`src/design/sccq_pkg.sv`:
```
// sccq_pkg: shared types, scancode constants and the set 1 keymap for the
// scancode-to-character queue. No dependencies.
package sccq_pkg;

  // Item kinds carried on the input tuser
  localparam logic OP_SCAN = 1'b0;
  localparam logic OP_READ = 1'b1;

  // Configuration register indexes
  localparam int unsigned CFG_IDX_W = 2;
  localparam logic [CFG_IDX_W-1:0] CFG_ENABLE    = 2'd0;
  localparam logic [CFG_IDX_W-1:0] CFG_UP_CODE   = 2'd1;
  localparam logic [CFG_IDX_W-1:0] CFG_DOWN_CODE = 2'd2;

  // Scancode set 1 special bytes
  localparam logic [7:0] SC_PREFIX     = 8'hE0;
  localparam logic [7:0] SC_UP         = 8'h48;
  localparam logic [7:0] SC_DOWN       = 8'h50;
  localparam logic [7:0] SC_LSHIFT     = 8'h2A;
  localparam logic [7:0] SC_RSHIFT     = 8'h36;
  localparam logic [7:0] SC_LSHIFT_BRK = 8'hAA;
  localparam logic [7:0] SC_RSHIFT_BRK = 8'hB6;

  localparam int unsigned KEYMAP_LEN = 58;

  // Reset values of the arrow codes
  localparam logic [7:0] UP_CODE_RST   = 8'h80;
  localparam logic [7:0] DOWN_CODE_RST = 8'h81;

  // Unshifted half of the keymap
  localparam logic [7:0] KEYMAP_LO [0:KEYMAP_LEN-1] = '{
    8'h00, 8'h1B, 8'h31, 8'h32, 8'h33, 8'h34, 8'h35, 8'h36, 8'h37, 8'h38,
    8'h39, 8'h30, 8'h2D, 8'h3D, 8'h08, 8'h09, 8'h71, 8'h77, 8'h65, 8'h72,
    8'h74, 8'h79, 8'h75, 8'h69, 8'h6F, 8'h70, 8'h5B, 8'h5D, 8'h0A, 8'h00,
    8'h61, 8'h73, 8'h64, 8'h66, 8'h67, 8'h68, 8'h6A, 8'h6B, 8'h6C, 8'h3B,
    8'h27, 8'h60, 8'h00, 8'h5C, 8'h7A, 8'h78, 8'h63, 8'h76, 8'h62, 8'h6E,
    8'h6D, 8'h2C, 8'h2E, 8'h2F, 8'h00, 8'h2A, 8'h00, 8'h20
  };

  // Shifted half of the keymap
  localparam logic [7:0] KEYMAP_HI [0:KEYMAP_LEN-1] = '{
    8'h00, 8'h1B, 8'h21, 8'h40, 8'h23, 8'h24, 8'h25, 8'h5E, 8'h26, 8'h2A,
    8'h28, 8'h29, 8'h5F, 8'h2B, 8'h08, 8'h09, 8'h51, 8'h57, 8'h45, 8'h52,
    8'h54, 8'h59, 8'h55, 8'h49, 8'h4F, 8'h50, 8'h7B, 8'h7D, 8'h0A, 8'h00,
    8'h41, 8'h53, 8'h44, 8'h46, 8'h47, 8'h48, 8'h4A, 8'h4B, 8'h4C, 8'h3A,
    8'h22, 8'h7E, 8'h00, 8'h7C, 8'h5A, 8'h58, 8'h43, 8'h56, 8'h42, 8'h4E,
    8'h4D, 8'h3C, 8'h3E, 8'h3F, 8'h00, 8'h2A, 8'h00, 8'h20
  };

  // Decoder result for one scancode byte
  typedef struct packed {
    logic       have;
    logic [7:0] ch;
    logic       shift_nxt;
    logic       prefix_nxt;
  } sccq_dec_t;

  // Queue request from the top level
  typedef struct packed {
    logic       push;
    logic       pop;
    logic [7:0] data;
  } sccq_req_t;

  // Queue outcome of one request
  typedef struct packed {
    logic pushed;
    logic dropped;
    logic popped;
  } sccq_stat_t;

endpackage

```
`src/design/scancode_to_char_queue.sv`:
```
// scancode_to_char_queue: top level; input register, scancode decoder,
// character queue and result register. Depends on sccq_pkg, sccq_decode, sccq_fifo.
//
//  port group | direction | contents
//  in_*       | sink      | tdata[7:0] scan_byte; tuser[0] opcode, tuser[1] from_mouse
//  out_*      | source    | tdata[7:0] read_char; tuser[0] read_valid,
//             |           |   tuser[1] char_queued, tuser[2] char_dropped
//  cfg_*      | write     | index 0 decoder_enable, 1 up_arrow_code, 2 down_arrow_code
//
// One item per cycle sustained while out_tready stays high; an item passes the
// input register, then decode plus queue access into the result register, whose
// read data comes from the registered memory port.
// Reset (rst_n low, synchronous) empties the queue and clears the flags; no
// clearing pass. A stalled result holds the item in the input register and
// drops in_tready; both stages refill in the cycle the result is taken.
module scancode_to_char_queue #(
  parameter int unsigned QUEUE_DEPTH = 256
) (
  input  logic                           clk,
  input  logic                           rst_n,
  input  logic                           in_tvalid,
  output logic                           in_tready,
  input  logic [7:0]                     in_tdata,   // [7:0] scan_byte
  input  logic [1:0]                     in_tuser,   // [0] opcode, [1] from_mouse
  output logic                           out_tvalid,
  input  logic                           out_tready,
  output logic [7:0]                     out_tdata,  // [7:0] read_char
  output logic [2:0]                     out_tuser,  // [0] read_valid, [1] char_queued,
                                                     // [2] char_dropped
  input  logic                           cfg_wr_en,
  input  logic [sccq_pkg::CFG_IDX_W-1:0] cfg_index,
  input  logic [7:0]                     cfg_wr_data
);
  import sccq_pkg::*;

  logic       enable_r;
  logic [7:0] up_code_r, down_code_r;
  logic       shift_r, prefix_r;
  logic       in_valid_r, op_r, mouse_r;
  logic [7:0] byte_r;
  logic       out_valid_r, read_valid_r, queued_r, dropped_r;
  logic       advance, scan_en;
  logic [7:0] rd_data;
  sccq_dec_t  dec;
  sccq_req_t  req;
  sccq_stat_t stat;

  // Move the held item into the result register when that register frees up
  assign advance   = in_valid_r & (~out_valid_r | out_tready);
  assign in_tready = ~in_valid_r | advance;
  assign scan_en   = (op_r == OP_SCAN) & enable_r & ~mouse_r;

  // Take configuration writes
  always_ff @(posedge clk) begin
    if (!rst_n) begin
      enable_r    <= 1'b0;
      up_code_r   <= UP_CODE_RST;
      down_code_r <= DOWN_CODE_RST;
    end else if (cfg_wr_en) begin
      unique case (cfg_index)
        CFG_ENABLE:    enable_r    <= cfg_wr_data[0];
        CFG_UP_CODE:   up_code_r   <= cfg_wr_data;
        CFG_DOWN_CODE: down_code_r <= cfg_wr_data;
        default: ;
      endcase
    end
  end

  // Hold the accepted item
  always_ff @(posedge clk) begin
    if (!rst_n) begin
      in_valid_r <= 1'b0;
    end else if (in_tready) begin
      in_valid_r <= in_tvalid;
    end
  end

  always_ff @(posedge clk) begin
    if (in_tvalid && in_tready) begin
      byte_r  <= in_tdata;
      op_r    <= in_tuser[0];
      mouse_r <= in_tuser[1];
    end
  end

  sccq_decode u_decode (
    .scan_byte   (scan_en),
    .byte_in     (byte_r),
    .shift_held  (shift_r),
    .prefix_seen (prefix_r),
    .up_code     (up_code_r),
    .down_code   (down_code_r),
    .dec         (dec)
  );

  assign req.push = scan_en & dec.have;
  assign req.pop  = (op_r == OP_READ);
  assign req.data = dec.ch;

  sccq_fifo #(
    .QUEUE_DEPTH (QUEUE_DEPTH)
  ) u_fifo (
    .clk       (clk),
    .rst_n     (rst_n),
    .advance   (advance),
    .req       (req),
    .stat      (stat),
    .rd_data_r (rd_data)
  );

  // Update decoder flags
  always_ff @(posedge clk) begin
    if (!rst_n) begin
      shift_r  <= 1'b0;
      prefix_r <= 1'b0;
    end else if (advance) begin
      shift_r  <= dec.shift_nxt;
      prefix_r <= dec.prefix_nxt;
    end
  end

  // Result register
  always_ff @(posedge clk) begin
    if (!rst_n) begin
      out_valid_r  <= 1'b0;
      read_valid_r <= 1'b0;
      queued_r     <= 1'b0;
      dropped_r    <= 1'b0;
    end else if (advance) begin
      out_valid_r  <= 1'b1;
      read_valid_r <= stat.popped;
      queued_r     <= stat.pushed;
      dropped_r    <= stat.dropped;
    end else if (out_tready) begin
      out_valid_r  <= 1'b0;
    end
  end

  assign out_tvalid = out_valid_r;
  assign out_tdata  = read_valid_r ? rd_data : 8'h00;
  assign out_tuser  = {dropped_r, queued_r, read_valid_r};

  // At most one outcome flag per result
  a_flags_onehot: assert property (@(posedge clk) disable iff (!rst_n)
    out_tvalid |-> $onehot0(out_tuser))
    else $error("more than one result flag set");

  // A held item is kept while the result side stalls
  a_item_kept: assert property (@(posedge clk) disable iff (!rst_n)
    (in_valid_r && !advance) |=> in_valid_r)
    else $error("held item lost during a stall");

  // Flags move only when an item advances
  a_flags_still: assert property (@(posedge clk) disable iff (!rst_n)
    !advance |=> ($stable(shift_r) && $stable(prefix_r)))
    else $error("decoder flags changed without an item");

endmodule

```
`src/design/sccq_decode.sv`:
```
// sccq_decode: combinational scancode set 1 decoder (prefix, shift, keymap).
// Depends on sccq_pkg.
module sccq_decode (
  input  logic                scan_byte,
  input  logic [7:0]          byte_in,
  input  logic                shift_held,
  input  logic                prefix_seen,
  input  logic [7:0]          up_code,
  input  logic [7:0]          down_code,
  output sccq_pkg::sccq_dec_t dec
);
  import sccq_pkg::*;

  logic       in_table;
  logic [5:0] idx;
  logic [7:0] key_ch;

  // Look up the keymap half picked by the shift flag
  assign in_table = (byte_in < 8'(KEYMAP_LEN));
  assign idx      = byte_in[5:0];
  assign key_ch   = in_table ? (shift_held ? KEYMAP_HI[idx] : KEYMAP_LO[idx]) : 8'h00;

  // Update flags and pick the character
  always_comb begin
    dec.have       = 1'b0;
    dec.ch         = 8'h00;
    dec.shift_nxt  = shift_held;
    dec.prefix_nxt = prefix_seen;
    if (scan_byte) begin
      if (byte_in == SC_PREFIX) begin
        dec.prefix_nxt = 1'b1;
      end else if (prefix_seen) begin
        dec.prefix_nxt = 1'b0;
        if (byte_in == SC_UP) begin
          dec.have = 1'b1;
          dec.ch   = up_code;
        end else if (byte_in == SC_DOWN) begin
          dec.have = 1'b1;
          dec.ch   = down_code;
        end
      end else if (byte_in == SC_LSHIFT || byte_in == SC_RSHIFT) begin
        dec.shift_nxt = 1'b1;
      end else if (byte_in == SC_LSHIFT_BRK || byte_in == SC_RSHIFT_BRK) begin
        dec.shift_nxt = 1'b0;
      end else begin
        dec.have = (key_ch != 8'h00);
        dec.ch   = key_ch;
      end
    end
  end

endmodule

```
`src/design/sccq_fifo.sv`:
```
// sccq_fifo: circular character queue holding up to QUEUE_DEPTH-1 entries,
// with registered read data. Depends on sccq_pkg.
module sccq_fifo #(
  parameter int unsigned QUEUE_DEPTH = 256
) (
  input  logic                 clk,
  input  logic                 rst_n,
  input  logic                 advance,
  input  sccq_pkg::sccq_req_t  req,
  output sccq_pkg::sccq_stat_t stat,
  output logic [7:0]           rd_data_r
);
  import sccq_pkg::*;

  localparam int unsigned PTR_W = (QUEUE_DEPTH > 2) ? $clog2(QUEUE_DEPTH) : 1;
  localparam logic [PTR_W-1:0] LAST = PTR_W'(QUEUE_DEPTH - 1);

  logic [7:0]       mem [0:QUEUE_DEPTH-1];
  logic [PTR_W-1:0] wr_ptr_r, wr_ptr_nxt;
  logic [PTR_W-1:0] rd_ptr_r, rd_ptr_nxt;
  logic [PTR_W-1:0] wr_inc, rd_inc;
  logic             empty, full;

  // Advance pointers with wrap at the queue depth
  assign wr_inc = (wr_ptr_r == LAST) ? '0 : wr_ptr_r + 1'b1;
  assign rd_inc = (rd_ptr_r == LAST) ? '0 : rd_ptr_r + 1'b1;
  assign empty  = (wr_ptr_r == rd_ptr_r);
  assign full   = (wr_inc == rd_ptr_r);

  always_comb begin
    stat.pushed  = req.push & ~full;
    stat.dropped = req.push & full;
    stat.popped  = req.pop & ~empty;
    wr_ptr_nxt   = stat.pushed ? wr_inc : wr_ptr_r;
    rd_ptr_nxt   = stat.popped ? rd_inc : rd_ptr_r;
  end

  // Hold the pointers
  always_ff @(posedge clk) begin
    if (!rst_n) begin
      wr_ptr_r <= '0;
      rd_ptr_r <= '0;
    end else if (advance) begin
      wr_ptr_r <= wr_ptr_nxt;
      rd_ptr_r <= rd_ptr_nxt;
    end
  end

  // Write and read the character store
  always_ff @(posedge clk) begin
    if (advance && stat.pushed) begin
      mem[wr_ptr_r] <= req.data;
    end
    if (advance && stat.popped) begin
      rd_data_r <= mem[rd_ptr_r];
    end
  end

  // A drop leaves the write pointer alone
  a_drop_holds: assert property (@(posedge clk) disable iff (!rst_n)
    (advance && stat.dropped) |=> (wr_ptr_r == $past(wr_ptr_r)))
    else $error("write pointer moved on a dropped character");

endmodule

```
`config.mk`:
```
export PLATFORM = sky130hd
export DESIGN_NAME = scancode_to_char_queue
export DESIGN_NICKNAME = d
export VERILOG_FILES = /design/src/design/sccq_pkg.sv /design/src/design/scancode_to_char_queue.sv /design/src/design/sccq_decode.sv /design/src/design/sccq_fifo.sv
export SDC_FILE = /design/constraint.sdc
export NUM_CORES = 2
export LEC_CHECK = 0
export CAP_MARGIN = 10
export CORE_MARGIN = 2
export CORE_UTILIZATION = 55
export CTS_CLUSTER_SIZE = 40
export DETAILED_ROUTE_END_ITERATION = 8
export DONT_BUFFER_PORTS = 1
export PLACE_DENSITY_LB_ADDON = 0.08
export SYNTH_ARGS = -nofsm -noshare
export SYNTH_HDL_FRONTEND = slang
export SYNTH_SLANG_ARGS = --single-unit
```
`constraint.sdc`:
```
create_clock -name clk -period 23.8 [get_ports clk]
set_input_delay 2.38 -clock clk [delete_from_list [all_inputs] [get_ports clk]]
set_output_delay 2.38 -clock clk [all_outputs]
set_load 0.005 [all_outputs]
```
==> impl_results.md <==
* CTS Buf Count at 205
* Top cells by area, synth: edfxtp_1 (75%), mux4_2 (17%), nor2_1 (1.4%)
* Layout cells sized above 1 at 26.3%
* Detailed Routing Iterations Pass 1 at 5
* Gate Count Post-Synth at 3808
* Die span in y at 393 um
* Diodes inserted at 0
* DIE WIDTH at 393 um
* Synthesized Nets at 3850
* FFs w/ async S/R, synth at 0%
* Clk sink count at 2106
* Commonest non-fill, non-tap cell in the layout: edfxtp_1
* VDD IR-drop max at 0.0806 mV
* Yosys cell types at 74
* Post-synth EDFFs at 2066
* Vias in the first global route at 40100
* Critical path peak fanout at 18
* Worst min-delay path class: reg2reg
* Pwr per Cell Area at 78.8 nW/um^2
* Register-to-register setup slack at 18170 ps
* PostCTS Resize Cnt at 0
* Final Skew at 25.6 ps
* Worst slew pin tran at 1390 ps
* RSZ-0062 raised after global routing: no
* Hold Slack at 490 ps
* Worst Setup Start Kind: flip-flop
* Clock Latency Late Sink at 830 ps
* # setup viols final at 0
* Hold EP: up_code_r[7]$_SDFFE_PN1P_
* F_max at 177 MHz
* Die Area at 154000 um^2
* Max-cap violations at 0
* CTS Hold Buffers Added at 0
* Rows at 142
* Worst hold start: up_code_r[7]$_SDFFE_PN1P_
* Largest net degree at the start of global routing at 194
* Worst path top cell family by delay: simple AND/OR/NAND/NOR gates
* Fin. Hold Viols at 0
* First-pass GRT wire length at 296000 um
* Sequential cell area fraction in the yosys report at 75.5%
* Clock-pin transition on the worst setup and hold timing paths at 70 ps
* Placed Area at 85400 um^2
* Residual DRC at 0
* Final Cell Area at 92000 um^2
* Final RePlAce weighted congestion at 0.906
* Count of buffers from port buffering at 0
* Syn. warnings at 0
* Outcome: finished, final reports clean
* Core area at 150000 um^2
* Leakage power at 21.8 nW
* Slew Limit Fails at 0
* Root buffer cell: clkbuf_16
* Setup TNS Final at 0 ps
* # H-tree levels at 4
* Yosys top cell area share at 74.6%
* Post-route minimum period at 5630 ps
* Initial Utilization at 55.5%
* Slowest cell on the critical path: nand4_4
* Synth Cell Area at 83200 um^2
* CTS tree: yes
* Number of antenna violations at the first check in global routing at 12
* Avg Inst Size Synth at 21.9 um^2
* Synth Register Bits at 2106
* Most used cells in the layout excluding fill and tap cells: edfxtp_1 (2066), mux4_2 (642), nor2_1 (301)
* DRT antenna net count at 0
* Worst path max stage delay at 1060 ps
* DR iter-0 viols at 5295
* Worst R2R Start: u_fifo.wr_ptr_r[4]$_SDFFE_PN0P_
* Layout area overhead at 10.6%
* Reg2reg end: u_fifo.mem[168][6]$_DFFE_PP_
* Final WL at 205000 um
* Synth Flop Type: edfxtp_1
* Wire per inst at 33.9 um
* Crit path cell chain: nand4_1 > or2_2 > o21ai_0 > xor2_1 > nand4_2 > nand4_4 > nor2_1
* DR vias at 40400
* R2R depth at 7
* Most area-hungry cell type in the Yosys netlist: edfxtp_1
* WHS Path Cells at 2
* I/O Pins at 38
* Total gr overflow at 0
* Maximum buffer depth of the clock tree at 3
* Crit end category: flip-flop
* Crit Path Class: reg2reg
* Setup Fix Bufs, Post-CTS at 0
* Gr usage total at 27.0%
* Vias/cell at 6.70
* Worst path arrival time at 6080 ps
* Period Utilization, post-route at 23.7%
* HPWL after DPL at 120000 um
* NumNets Final at 3886
* WP data required at 24250 ps
* Relative slew slack at 7.57%
* Buf/Inv on CP at 0
-- Yosys cell counts (all sizes together), types with 4 or more instances --
library cell and number:
a211oi 7, a21oi 24, a221oi 17, a22o 23, a22oi 46, a31oi 5, and2 15, and3 4
buf 116, clkbuf 128, dfxtp 40, edfxtp 2066, ha 17, inv 14, mux2 6, mux2i 32
mux4 642, nand2 65, nand2b 15, nand3 17, nand3b 4, nand4 24, nor2 307, nor2b 18
nor3 32, nor3b 6, nor4 7, o211ai 6, o21ai 20, o221ai 7, o311ai 4, or2 4
xnor2 18, xor2 4
-- flip-flops by register name (all words and copies together) (netlist names), 8 cells and up --
register	cells
u_fifo.rd_ptr_r	8
u_fifo.rd_data_r	8
up_code_r	8
down_code_r	8
byte_r	8
u_fifo.wr_ptr_r	8
u_fifo.mem	2048
-- logic make-up after synthesis --
kind of cell             Yosys count  synth area share [%]
flip-flops                      2106                  75.5
multiplexers                     680                  17.8
AND/OR/NAND/NOR                  530                  3.02
buffers and inverters            259                  1.39
AO/OA/AOI/OAI                    194                  1.73
XOR/XNOR                          22                 0.232
adder cells (fa/ha/maj)           17                 0.256
-- tightest hold or removal path: cells and delay by family, from the launching register on --
kind,cells,cell delay (ps)
DFF,1,330
muxes,1,80
and+or+nand+nor,1,60
-- power by group --
part	leakage (nW)	switching [mW]	internal (mW)
Sequential	14.8	0.00145	4.01
Clock	3.25	1.37	1.82
Combinational	3.79	0.0254	0.0124
Total	21.8	1.40	5.85
-- layout make-up --
type / instances / area, um^2
clock buffers: 249 / 5440
clock inverters: 127 / 1170
fillers: 10200 / 58000
inverters: 15 / 56.3
multi-input cells: 1443 / 19300
flip-flops and latches: 2106 / 62900
well taps: 2016 / 2520
repair buffers: 73 / 646
-- per-stage QoR --
step | power [mW] | instances | setup slack, ps | utilization (%)
final | 7.25 | 6029 | 18170 | 61.3
after global routing | 7.44 | 6029 | 17680 | 61.3
after CTS | 7.29 | 6028 | 18070 | 61.3
after detailed placement | 4.13 | 5652 | 17810 | 56.9
after global placement | 4.13 | 5650 | 17950 | 56.9
after floorplan | 4.12 | 3808 | 9540 | -
-- routing by layer --
metal / routed length [um] / part of all wire, % / up-vias / global-route usage [%]
met3: 19700 / 9.6 / 289 / 5.47
met2: 95600 / 47 / 2316 / 40.6
met5: 41 / 0.020 / - / 0
met1: 84100 / 41 / 21700 / 41.0
met4: 5080 / 2.5 / 6 / 7.23
li1: - / - / 16100 / -
-- worst max-delay path by stage --
stage	start	endpoint	slack [ps]	cells after the start
2_1_floorplan	byte_r[1]$_DFFE_PP_	u_fifo.mem[0][7]$_DFFE_PP_	9540	6
3_3_place_gp	out_tready	u_fifo.mem[127][0]$_DFFE_PP_	17950	8
3_5_place_dp	out_tready	u_fifo.mem[169][6]$_DFFE_PP_	17810	7
4_1_cts	u_fifo.rd_ptr_r[0]$_SDFFE_PN0P_	u_fifo.rd_data_r[2]$_DFFE_PP_	18070	9
5_1_grt	u_fifo.rd_ptr_r[0]$_SDFFE_PN0P_	u_fifo.rd_data_r[4]$_DFFE_PP_	17680	9
6_report	u_fifo.wr_ptr_r[4]$_SDFFE_PN0P_	u_fifo.mem[168][6]$_DFFE_PP_	18170	7
Note: power is estimated with default switching activity, not from simulation.
